`config.mk`:
```
export PLATFORM = sky130hd
export DESIGN_NAME = led_color_fade_engine
export DESIGN_NICKNAME = d
export VERILOG_FILES = /design/src/rtl/lcfe_pkg.sv /design/src/rtl/led_color_fade_engine.sv
export VERILOG_INCLUDE_DIRS = /design/src /design/src/rtl
export SDC_FILE = /design/constraint.sdc
export NUM_CORES = 2
export LEC_CHECK = 0
export ABC_CLOCK_PERIOD_IN_PS = 22000
export BUFFER_PORTS_ARGS = -buffer_cell sky130_fd_sc_hd__buf_2
export CORE_AREA = 4 4 370 372
export CTS_CLUSTER_DIAMETER = 200
export DETAILED_ROUTE_END_ITERATION = 8
export DIE_AREA = 0 0 374 376
export PLACE_DENSITY = 0.72
export SYNTH_ARGS = -nofsm -noshare
export SYNTH_HDL_FRONTEND = slang
export SYNTH_SLANG_ARGS = --single-unit
export TNS_END_PERCENT = 30
```
`constraint.sdc`:
```
create_clock -name clk -period 22 [get_ports clk]
set_input_delay 1.1 -clock clk [delete_from_list [all_inputs] [get_ports clk]]
set_output_delay 1.1 -clock clk [all_outputs]
set_load 0.05 [all_outputs]
```
`src/rtl/assert_macros.svh`:
```
// Assertion macros used by the fade engine RTL.
`ifndef ASSERT_MACROS_SVH
`define ASSERT_MACROS_SVH
`ifndef NO_ASSERTIONS
`define ASSERT_IMPLY(lbl, a, b) lbl: assert property (@(posedge clk) disable iff (rst) \
  (a) |-> (b)) else $error("same-cycle implication failed");
`define ASSERT_NEXT(lbl, a, b) lbl: assert property (@(posedge clk) disable iff (rst) \
  (a) |=> (b)) else $error("next-cycle implication failed");
`else
`define ASSERT_IMPLY(lbl, a, b)
`define ASSERT_NEXT(lbl, a, b)
`endif
`endif

```
`src/rtl/lcfe_pkg.sv`:
```
// Types and constants of the LED color fade engine.
package lcfe_pkg;

  localparam logic [2:0] KIND_SET       = 3'd0;
  localparam logic [2:0] KIND_SET_ALL   = 3'd1;
  localparam logic [2:0] KIND_PULSE     = 3'd2;
  localparam logic [2:0] KIND_PULSE_ALL = 3'd3;
  localparam logic [2:0] KIND_CLEAR     = 3'd4;
  localparam logic [2:0] KIND_CLEAR_ALL = 3'd5;
  localparam logic [2:0] KIND_TICK      = 3'd6;

  localparam int TL_W  = 18;
  localparam int DIV_W = 18;
  localparam int CNT_W = $clog2(DIV_W + 1);
  localparam logic [TL_W-1:0] PULSE_MS = 18'd100;

  typedef enum logic [2:0] {
    S_IDLE,
    S_READ,
    S_EVAL,
    S_DIV,
    S_WRITE
  } state_t;

  typedef struct packed {
    logic [2:0]  kind;
    logic [2:0]  pixel;
    logic [23:0] color;
    logic [23:0] second_color;
    logic [15:0] fade_ms;
    logic [31:0] now_ms;
    logic [15:0] elapsed_ms;
  } cmd_t;

  typedef struct packed {
    logic [2:0]  out_pixel;
    logic [23:0] out_color;
    logic        last_pixel;
  } res_t;

  typedef struct packed {
    logic [23:0]     cur;
    logic [23:0]     tgt;
    logic [TL_W-1:0] tl;
    logic [31:0]     bump;
    logic [23:0]     pf;
    logic [23:0]     ps;
    logic            act;
  } entry_t;

endpackage

```
`src/rtl/led_color_fade_engine.sv`:
```
// LED color fade engine top level: pixel state memory, command sequencer and serial divider.
// A command transfer is taken when start is high and busy is low; if the command has a known
// kind and, for a single-pixel kind, a pixel below PIXELS, busy then stays high until it is
// finished, else the command is dropped and busy stays low. Per-pixel state lives in one
// memory of PIXELS entries; each entry has a valid bit that reset clears, and an entry that
// is not valid reads as all zero, so there is no clearing pass after reset. Every command
// walks the pixels it touches with a read, evaluate and write back sequence per pixel (S_READ,
// S_EVAL, S_WRITE). A tick also runs each fading pixel through one shared restoring divider of
// 18 bits (state S_DIV, between evaluate and write back): one division for the time chunk and,
// unless the pixel steps slowly, one per color channel. A tick reports one result per pixel,
// in pixel order, marked by done for exactly one cycle each; last_pixel flags the final one.
// The receiver cannot stall these results, so it must take every done cycle.
`include "assert_macros.svh"

module led_color_fade_engine #(
  parameter int PIXELS = 8
) (
  input  logic            clk,
  input  logic            rst,
  input  logic            start,
  input  lcfe_pkg::cmd_t  cmd,
  output logic            busy,
  output logic            done,
  output lcfe_pkg::res_t  result
);

  localparam int AW = (PIXELS > 1) ? $clog2(PIXELS) : 1;
  localparam int TL_W = lcfe_pkg::TL_W;
  localparam int DIV_W = lcfe_pkg::DIV_W;
  localparam int CNT_W = lcfe_pkg::CNT_W;

  lcfe_pkg::state_t state, state_next;
  lcfe_pkg::cmd_t   cmd_r;
  lcfe_pkg::entry_t mem [PIXELS];
  lcfe_pkg::entry_t rdata, ent, ev, work;
  logic             vld [PIXELS];
  logic             rvld;
  logic [AW-1:0]    idx;

  logic [DIV_W:0]   rem;
  logic [DIV_W-1:0] quo, divisor, chunk;
  logic [CNT_W-1:0] cnt;
  logic [1:0]       phase;
  logic [DIV_W:0]   rem_s;
  logic             rem_ge;

  logic             is_all, accept_ok, accept, need_div, slow_now, last_idx;
  logic             mem_we, emit;
  logic [31:0]      since;
  logic [7:0]       ch_c [3];
  logic [7:0]       ch_t [3];
  logic [7:0]       ch_mag [3];
  logic             ch_neg [3];
  logic [23:0]      slow_cur;
  logic [TL_W-1:0]  el_ext;

  function automatic logic is_all_r();
    return (cmd_r.kind == lcfe_pkg::KIND_SET_ALL) || (cmd_r.kind == lcfe_pkg::KIND_PULSE_ALL)
        || (cmd_r.kind == lcfe_pkg::KIND_CLEAR_ALL) || (cmd_r.kind == lcfe_pkg::KIND_TICK);
  endfunction

  // Command decode. A tick always covers every pixel.
  assign is_all = (cmd.kind == lcfe_pkg::KIND_SET_ALL) || (cmd.kind == lcfe_pkg::KIND_PULSE_ALL)
               || (cmd.kind == lcfe_pkg::KIND_CLEAR_ALL) || (cmd.kind == lcfe_pkg::KIND_TICK);
  assign accept_ok = is_all || ((cmd.kind == lcfe_pkg::KIND_SET) ||
                                (cmd.kind == lcfe_pkg::KIND_PULSE) ||
                                (cmd.kind == lcfe_pkg::KIND_CLEAR)) &&
                               (32'(cmd.pixel) < PIXELS);
  assign accept = start && !busy;
  assign last_idx = (idx == AW'(PIXELS - 1));
  assign el_ext = TL_W'(cmd_r.elapsed_ms);

  // Evaluate one entry: apply the command, or for a tick restart a finished pulse and
  // decide whether the pixel snaps, holds, or needs the divider.
  always_comb begin
    ent = rvld ? rdata : '0;
    ev = ent;
    need_div = 1'b0;
    unique case (cmd_r.kind)
      lcfe_pkg::KIND_SET, lcfe_pkg::KIND_SET_ALL: begin
        ev.tgt = cmd_r.color;
        ev.tl = TL_W'(cmd_r.fade_ms);
        ev.bump = cmd_r.now_ms;
      end
      lcfe_pkg::KIND_PULSE, lcfe_pkg::KIND_PULSE_ALL: begin
        ev.act = 1'b1;
        ev.tgt = cmd_r.color;
        ev.pf = cmd_r.color;
        ev.ps = cmd_r.second_color;
      end
      lcfe_pkg::KIND_CLEAR, lcfe_pkg::KIND_CLEAR_ALL: begin
        ev.tgt = '0;
        ev.tl = '0;
        ev.bump = cmd_r.now_ms;
        ev.act = 1'b0;
      end
      lcfe_pkg::KIND_TICK: begin
        if (ent.act && (ent.tl == '0)) begin
          ev.tgt = (ent.tgt == ent.pf) ? ent.ps : ent.pf;
          ev.tl = lcfe_pkg::PULSE_MS;
        end
        if (cmd_r.elapsed_ms != '0) begin
          if (ev.cur == ev.tgt) begin
            ev.tl = '0;
          end else if ((ev.tl == '0) || (el_ext > ev.tl)) begin
            ev.cur = ev.tgt;
            ev.tl = '0;
          end else begin
            need_div = 1'b1;
          end
        end
      end
      default: begin
      end
    endcase
  end

  // One restoring division step.
  assign rem_s = {rem[DIV_W-1:0], quo[DIV_W-1]};
  assign rem_ge = (rem_s >= {1'b0, divisor});

  // Per-channel view of the entry under work, red first.
  always_comb begin
    for (int j = 0; j < 3; j++) begin
      ch_c[j] = work.cur[23 - 8*j -: 8];
      ch_t[j] = work.tgt[23 - 8*j -: 8];
      ch_neg[j] = (ch_t[j] < ch_c[j]);
      ch_mag[j] = ch_neg[j] ? (ch_c[j] - ch_t[j]) : (ch_t[j] - ch_c[j]);
      if (ch_t[j] > ch_c[j]) begin
        slow_cur[23 - 8*j -: 8] = ch_c[j] + 8'd1;
      end else if (ch_t[j] < ch_c[j]) begin
        slow_cur[23 - 8*j -: 8] = ch_c[j] - 8'd1;
      end else begin
        slow_cur[23 - 8*j -: 8] = ch_c[j];
      end
    end
  end

  // A pixel is slow when the chunk exceeds the signed time since its last bump.
  assign since = cmd_r.now_ms - work.bump;
  assign slow_now = $signed({15'd0, quo}) > $signed({since[31], since});

  // Next state.
  always_comb begin
    state_next = state;
    unique case (state)
      lcfe_pkg::S_IDLE: if (accept && accept_ok) state_next = lcfe_pkg::S_READ;
      lcfe_pkg::S_READ: state_next = lcfe_pkg::S_EVAL;
      lcfe_pkg::S_EVAL: state_next = need_div ? lcfe_pkg::S_DIV : lcfe_pkg::S_WRITE;
      lcfe_pkg::S_DIV: begin
        if ((cnt == '0) && ((phase == 2'd0) ? slow_now : (phase == 2'd3))) begin
          state_next = lcfe_pkg::S_WRITE;
        end
      end
      lcfe_pkg::S_WRITE: begin
        if (is_all_r() && !last_idx) state_next = lcfe_pkg::S_READ;
        else state_next = lcfe_pkg::S_IDLE;
      end
      default: state_next = lcfe_pkg::S_IDLE;
    endcase
  end

  // Control outputs.
  always_comb begin
    busy = (state != lcfe_pkg::S_IDLE);
    mem_we = (state == lcfe_pkg::S_WRITE);
    emit = mem_we && (cmd_r.kind == lcfe_pkg::KIND_TICK);
  end

  always_ff @(posedge clk) begin
    if (rst) begin
      state <= lcfe_pkg::S_IDLE;
      done <= 1'b0;
    end else begin
      state <= state_next;
      done <= emit;
    end
  end

  // State memory with a registered read.
  always_ff @(posedge clk) begin
    rdata <= mem[idx];
    if (mem_we) mem[idx] <= work;
  end

  always_ff @(posedge clk) begin
    if (rst) begin
      for (int i = 0; i < PIXELS; i++) vld[i] <= 1'b0;
      rvld <= 1'b0;
    end else begin
      rvld <= vld[idx];
      if (mem_we) vld[idx] <= 1'b1;
    end
  end

  // Datapath.
  always_ff @(posedge clk) begin
    unique case (state)
      lcfe_pkg::S_IDLE: begin
        if (accept) begin
          cmd_r <= cmd;
          idx <= is_all ? '0 : AW'(cmd.pixel);
        end
      end
      lcfe_pkg::S_READ: begin
      end
      lcfe_pkg::S_EVAL: begin
        work <= ev;
        rem <= '0;
        quo <= DIV_W'(ev.tl);
        divisor <= DIV_W'(el_ext);
        cnt <= CNT_W'(DIV_W);
        phase <= 2'd0;
      end
      lcfe_pkg::S_DIV: begin
        if (cnt != '0) begin
          rem <= rem_ge ? (rem_s - {1'b0, divisor}) : rem_s;
          quo <= {quo[DIV_W-2:0], rem_ge};
          cnt <= cnt - 1'b1;
        end else if (phase == 2'd0) begin
          chunk <= quo;
          if (slow_now) begin
            work.cur <= slow_cur;
            work.bump <= cmd_r.now_ms;
            work.tl <= work.tl - el_ext;
          end else begin
            rem <= '0;
            quo <= DIV_W'(ch_mag[0]);
            divisor <= quo;
            cnt <= CNT_W'(DIV_W);
            phase <= 2'd1;
          end
        end else begin
          // Channel phase-1 done: the quotient is at most 255.
          work.cur[23 - 8*(phase - 2'd1) -: 8] <= ch_neg[phase - 2'd1]
            ? (ch_c[phase - 2'd1] - quo[7:0]) : (ch_c[phase - 2'd1] + quo[7:0]);
          if (phase == 2'd3) begin
            work.tl <= work.tl - el_ext;
          end else begin
            rem <= '0;
            quo <= DIV_W'(ch_mag[phase]);
            divisor <= chunk;
            cnt <= CNT_W'(DIV_W);
            phase <= phase + 2'd1;
          end
        end
      end
      lcfe_pkg::S_WRITE: begin
        result.out_pixel <= 3'(idx);
        result.out_color <= work.cur;
        result.last_pixel <= last_idx;
        if (!last_idx) idx <= idx + 1'b1;
      end
      default: begin
      end
    endcase
  end

  `ASSERT_NEXT(a_emit_done, emit, done)
  `ASSERT_IMPLY(a_cnt_range, state == lcfe_pkg::S_DIV, cnt <= CNT_W'(DIV_W))
  `ASSERT_NEXT(a_accept_busy, accept && accept_ok, busy)

endmodule

```
# Word-level counts from Yosys, hierarchy flattened
# Memories as Yosys holds them, arrays and structs flattened. A register that Yosys moved wholly into a read port is not among the register bits.
# Index checks and enable logic that the tools add are counted.
word_totals:
  mem_count: 2
  regBits: 376
  ram_bits: 1184
  in_bits: 121
  out_inout_bits: 30
  wordCells: 247
op_classes:
  order_cmp: 11
  reduce_logical: 47
  shifts: 2
  n_mux: 95
  addsub: 24
  n_eq_ne: 36
  bitwise: 3
memory_table:
  columns: ["memory", "words", "width", "rd", "rd_ports_with_merged_regs", "wr", "line_no", "source"]
  rows:
  - ["mem", 8, 147, 1, 1, 1, "led_color_fade_engine.sv:34", "lcfe_pkg::entry_t mem [PIXELS];"]
  - ["vld", 8, 1, 1, 1, 8, "led_color_fade_engine.sv:36", "logic vld [PIXELS];"]
op_table:
  columns: ["op", "count"]
  rows:
  - ["$mux 18", 18]
  - ["$mux 24", 8]
  - ["$mux 147", 1]
  - ["$mux 8", 14]
  - ["$pmux 18 s2", 3]
  - ["$mux 50", 2]
  - ["$pmux 50 s2", 1]
  - ["$mux 42", 2]
  - ["$pmux 24 s3", 1]
  - ["$mux 32", 2]
  - ["$sub 8x8->8", 7]
  - ["$pmux 18 s3", 1]
  - ["$eq 24x24->1", 2]
  - ["$mux 48", 1]
  - ["$pmux 24 s2", 1]
  - ["$logic_not 18->1", 2]
  - ["$neg 32->34", 1]
  - ["$shift 8x34->31 const A", 1]
  - ["$shiftx 8x34->31", 1]
  - ["$bmux 8 s2", 2]
  - ["$gt 19x32->1", 1]
  - ["$sub 32x32->32", 1]
  - ["$add 8x1->8 const B", 3]
  - ["$bwmux 24", 1]
  - ["other kinds (50)", 141]

# Logic depth before layout (Yosys ltp)
depth:
  ltp_word: 13
  ltp_mapped: 23
  depth_no_buf: 23

# Worst setup path after synthesis
# OpenSTA, ideal clock, no wires.
synth_path:
  kind: "register to register"
  start: "register idx[1]"
  end: "memory mem[0][0] (netlist name), enable pin"
  slack_ns: 6.040
  path_stages_with_launch: 4
  t_arrival_ns: 14.944
  n_path_buf: 2
  required_time_ns: 20.984
  synth_period_minus_slack_ns: 15.960
  setup_ns: 1.016
  path_cell_list: "edfxtp_1 -> clkbuf_1 -> clkbuf_1 -> nor4_1"
synth_lines:
  columns: ["item", "line_no", "source"]
  rows:
  - ["start: declaration", "led_color_fade_engine.sv:38", "logic [AW-1:0] idx;"]
  - ["start signal: assignment", "led_color_fade_engine.sv:202", "idx <= is_all ? '0 : AW'(cmd.pixel);"]
  - ["start signal: assignment", "led_color_fade_engine.sv:252", "if (!last_idx) idx <= idx + 1'b1;"]
  - ["end: declaration", "led_color_fade_engine.sv:34", null]
# No word-level cell before the write port.

# Worst setup path in the final report
layout_path:
  start: "register work[53] (netlist name)"
  end: "register work[94] (netlist name), enable pin"
layout_between:
  elab_chain_len: 4
layout_lines:
  columns: ["item", "line_no", "source"]
  rows:
  - ["start: declaration", "led_color_fade_engine.sv:35", "lcfe_pkg::entry_t rdata, ent, ev, work;"]
  - ["start signal: assignment", "led_color_fade_engine.sv:208", "work <= ev;"]
  - ["$sub 32x32->32", "led_color_fade_engine.sv:140", "assign since = cmd_r.now_ms - work.bump;"]
  - ["$gt 19x32->1", "led_color_fade_engine.sv:141", "assign slow_now = $signed({15'd0, quo}) > $signed({since[31], since});"]
  - ["$ne 3x3->1 (no source line)", null, null]
  - ["$reduce_and 4->1 (no source line)", null, null]
# Every way passes these cells.
# A chain may end at the register's enable or synchronous reset.

==> results.toml <==
[synthesis]
syn_nets = 4664
synth-simple-area-share = 0.04517
syn_area_per_cell_sq_um = 16.50
syn-cell-area_sq_um = 71800
synth_top_family_by_area = "multiplexers"
synth_fa_ha_area_frac = 0.03465
synth_cell_types = 77
synth_ff_type = "edfxtp_1"
synth.area.top_cells = "edfxtp_1 65%, mux4_2 9.3%, dfxtp_1 4.5%"
synth_cells = 4352
yosysSeqAreaShare = 0.6921
synth_top_area_share = 0.6475
synthMuxAreaShare = 0.1264
async_reset_ff_frac = 0
yosys.area.top_type = "edfxtp_1"
ys_seq_elements = 1708
synth-edff-count = 1548
synth-compound-area-share = 0.06392
synth_xor_area_frac = 0.01696
ys_warn_count = 0

[sta]
slew_violations = 0
fin_crit_ns = 7.363
period_share = 0.3347
holdWs_ns = 0.4677
rsz0062_at_grt = "no"
finalSetupTns_ns = 0
relSlewSlack = 0.1244
hold_violations = 0
tightest_slew_ns = 1.313
setup_viol = 0
finClkSkew_ns = 0.03169
fmax_mhz = 135.8

[pwr]
ir_worst_vdd_uv = 64.38
p_leak_uw = 0.02734
power_density_nw_per_um2 = 96.61

[critical_path]
path_cells = "inv_1, ha_1, o21a_1, o21a_1, o211a_1, o21ai_0, nand2_1, a21o_1, a21oi_1, xor2_1, ha_1, nand4_1, nor4_1, a211o_1, o2111ai_1, or4_1, nor4b_1, nand4b_1, o311ai_1, a31oi_1, a21oi_2"
r2r_cells = 21
path_delay_family = "compound AO/OA/AOI/OAI gates"
cpMaxStageDelayCell = "a21oi_2"
required_ns = 22.39
endpoint_kind = "register"
worst_setup_path_start_kind = "register"
critical_path_class = "reg2reg"
critical_path_arrival_ns = 7.75
slowest_delay_ns = 0.98
crit_fanout = 18
cp.depth = 21
worst-path-buf-inv = 1

[global_routing]
antenna_found_initial = 6
grt_pass1_vias = 40634
overflow = 0
grt.total_usage = 0.2486
grt_max_degree = 135
grt_pass1_wl_microns = 260800

[drt]
drc = 0
drt-initial-drc-count = 4697
wl_per_cell_microns = 27.06
wl_microns = 174700
vias = 40288
via_per_inst = 6.239
drtPass1Iterations = 6
drt.antenna.violating_nets = 0

[clock_tree]
clock_sinks = 1708
cts_made_buffers = 173
cts_resized = 0
clock_path_buffers = 3
cts_htree_levels = 4
clock-root-buffer = "clkbuf_16"
clkTransAtPathRegs_ns = 0.06
clock_latency_ns = 0.80
cts_tree = "built"
cts_setup_buffers = 0
cts_hold_buf = 0

[placement]
routabilityCongestion = 0.9374
port-buffer-count = 150
dp_hpwl_microns = 105500

[final_layout]
layout-drive-gt1-share = 0.2109
antennaDiodeCount = 0
fin_nets = 4851
syn_to_final_growth_pct = 11.88

[die]
rows = 134
die_height_microns = 376
initial_core_util = 0.5386
dieArea_sq_um = 140600
die_width_microns = 374
core-area_sq_um = 133300
ios = 151

[min_path]
worstHoldPathType = "reg2reg"
hold_depth = 2

[flow_run]
drv_cap = 0

[outcome]
status = "finished, final reports clean"
==> path summary, 6_finish.rpt <==
kind / start / end / slack [ns]
min reg2reg: vld[7] / vld[7] / 0.47
min: vld[7] / vld[7] / 0.47
max reg2reg: work[53] / work[94] / 14.64
max: work[53] / work[94] / 14.64
==> flip-flops by register name, summed over array words and instances, names as in the netlist, 8 cells and up <==
register / count
ch_c: 24
rem: 18
result: 28
cmd_r: 115
divisor: 18
vld: 8
ch_t: 24
chunk: 18
quo: 18
mem: 1176
work: 99
rdata: 147
==> worst reg2reg max path: cells and delay by family (launching register included) <==
kind,cells,cell delay [ns]
flops,1,0.49
fa+ha+maj,2,0.65
simple gates,6,1.79
compound gates,11,3.83
buf+inv,1,0.08
xor+xnor,1,0.10
==> stage by stage <==
| step | worst slack, ns | total power (uW) | utilization | instance area (sq um) | cells |
|---|---|---|---|---|---|
| after global routing | 14.20 | 8057 | 0.6027 | 80330 | 6457 |
| final | 14.64 | 7761 | 0.6027 | 80330 | 6457 |
| after floorplan | 6.040 | 4585 | - | 71800 | 4352 |
| after detailed placement | 14.83 | 4898 | 0.5599 | 74630 | 6132 |
| after CTS | 14.75 | 7811 | 0.6027 | 80330 | 6457 |
| after global placement | 15.21 | 4884 | 0.5599 | 74630 | 6132 |
==> report_power, final <==
| part | switching [uW] | internal, uW |
|---|---|---|
| sequential | 175 | 3720 |
| clock | 1230 | 1680 |
| combinational | 530 | 422 |
==> logic make-up (layout without fill, tap and decap cells) <==
group / after synthesis / after routing
muxes: 515 / 515
AOI/OAI and AO/OA: 699 / 699
and+or+nand+nor: 715 / 715
xor gates and xnor gates: 139 / 139
adders and majority gates: 191 / 191
DFF: 1708 / 1708
buffers and inverters: 385 / 722
==> synthesized netlist by cell type, drive strengths merged (8+ instances only) <==
master / n
a31oi: 11
or2: 11
a211oi: 19
nor2b: 20
o2bb2ai: 23
o21bai: 23
nand3: 64
a211o: 13
o211a: 19
mux2: 174
a221oi: 32
o22ai: 10
clkbuf: 138
nand4: 23
xor2: 60
fa: 13
nand2b: 18
o31ai: 10
nor3: 35
mux4: 296
xnor2: 79
a21oi: 197
edfxtp: 1548
a221o: 30
and3: 27
o21a: 13
o21ai: 177
inv: 188
and2: 8
nand2: 309
dfxtp: 160
nor2: 157
mux2i: 45
buf: 59
o211ai: 26
a21o: 42
nor4: 19
ha: 178
==> routing by layer <==
metal  global-route usage  wire length, microns  vias up
met5                    0                     0        -
met4              0.09171                  6393        0
met3              0.05227                 16130      338
met2               0.3955                 82980     1980
met1               0.3425                 69230    20520
li1                     -                     -    17450
==> cell type report <==
class / instances / area, sq um
Multi-Input combinational cell: 2259 / 20740
Timing Repair Buffer: 209 / 1281
Inverter: 188 / 705.7
Clock inverter: 88 / 854.6
Fill cell: 9688 / 52960
Tap cell: 1768 / 2212
Clock buffer: 237 / 4845
Sequential cell: 1708 / 49690
==> placed cells by master, fill, tap and decap left out, types with 29 or more instances in the layout <==
cell type	n
a21o_1	42
a21oi_1	191
a221o_1	30
a221oi_1	32
buf_2	150
buf_4	52
clkbuf_1	41
clkbuf_16	177
clkinv_2	30
dfxtp_1	159
edfxtp_1	1548
ha_1	177
inv_1	188
mux2_2	174
mux2i_1	45
mux4_2	296
nand2_1	308
nand3_1	63
nor2_1	147
nor3_1	29
o21ai_0	176
xnor2_1	79
xor2_1	60
No activity file was read; power rests on OpenSTA's default activity.
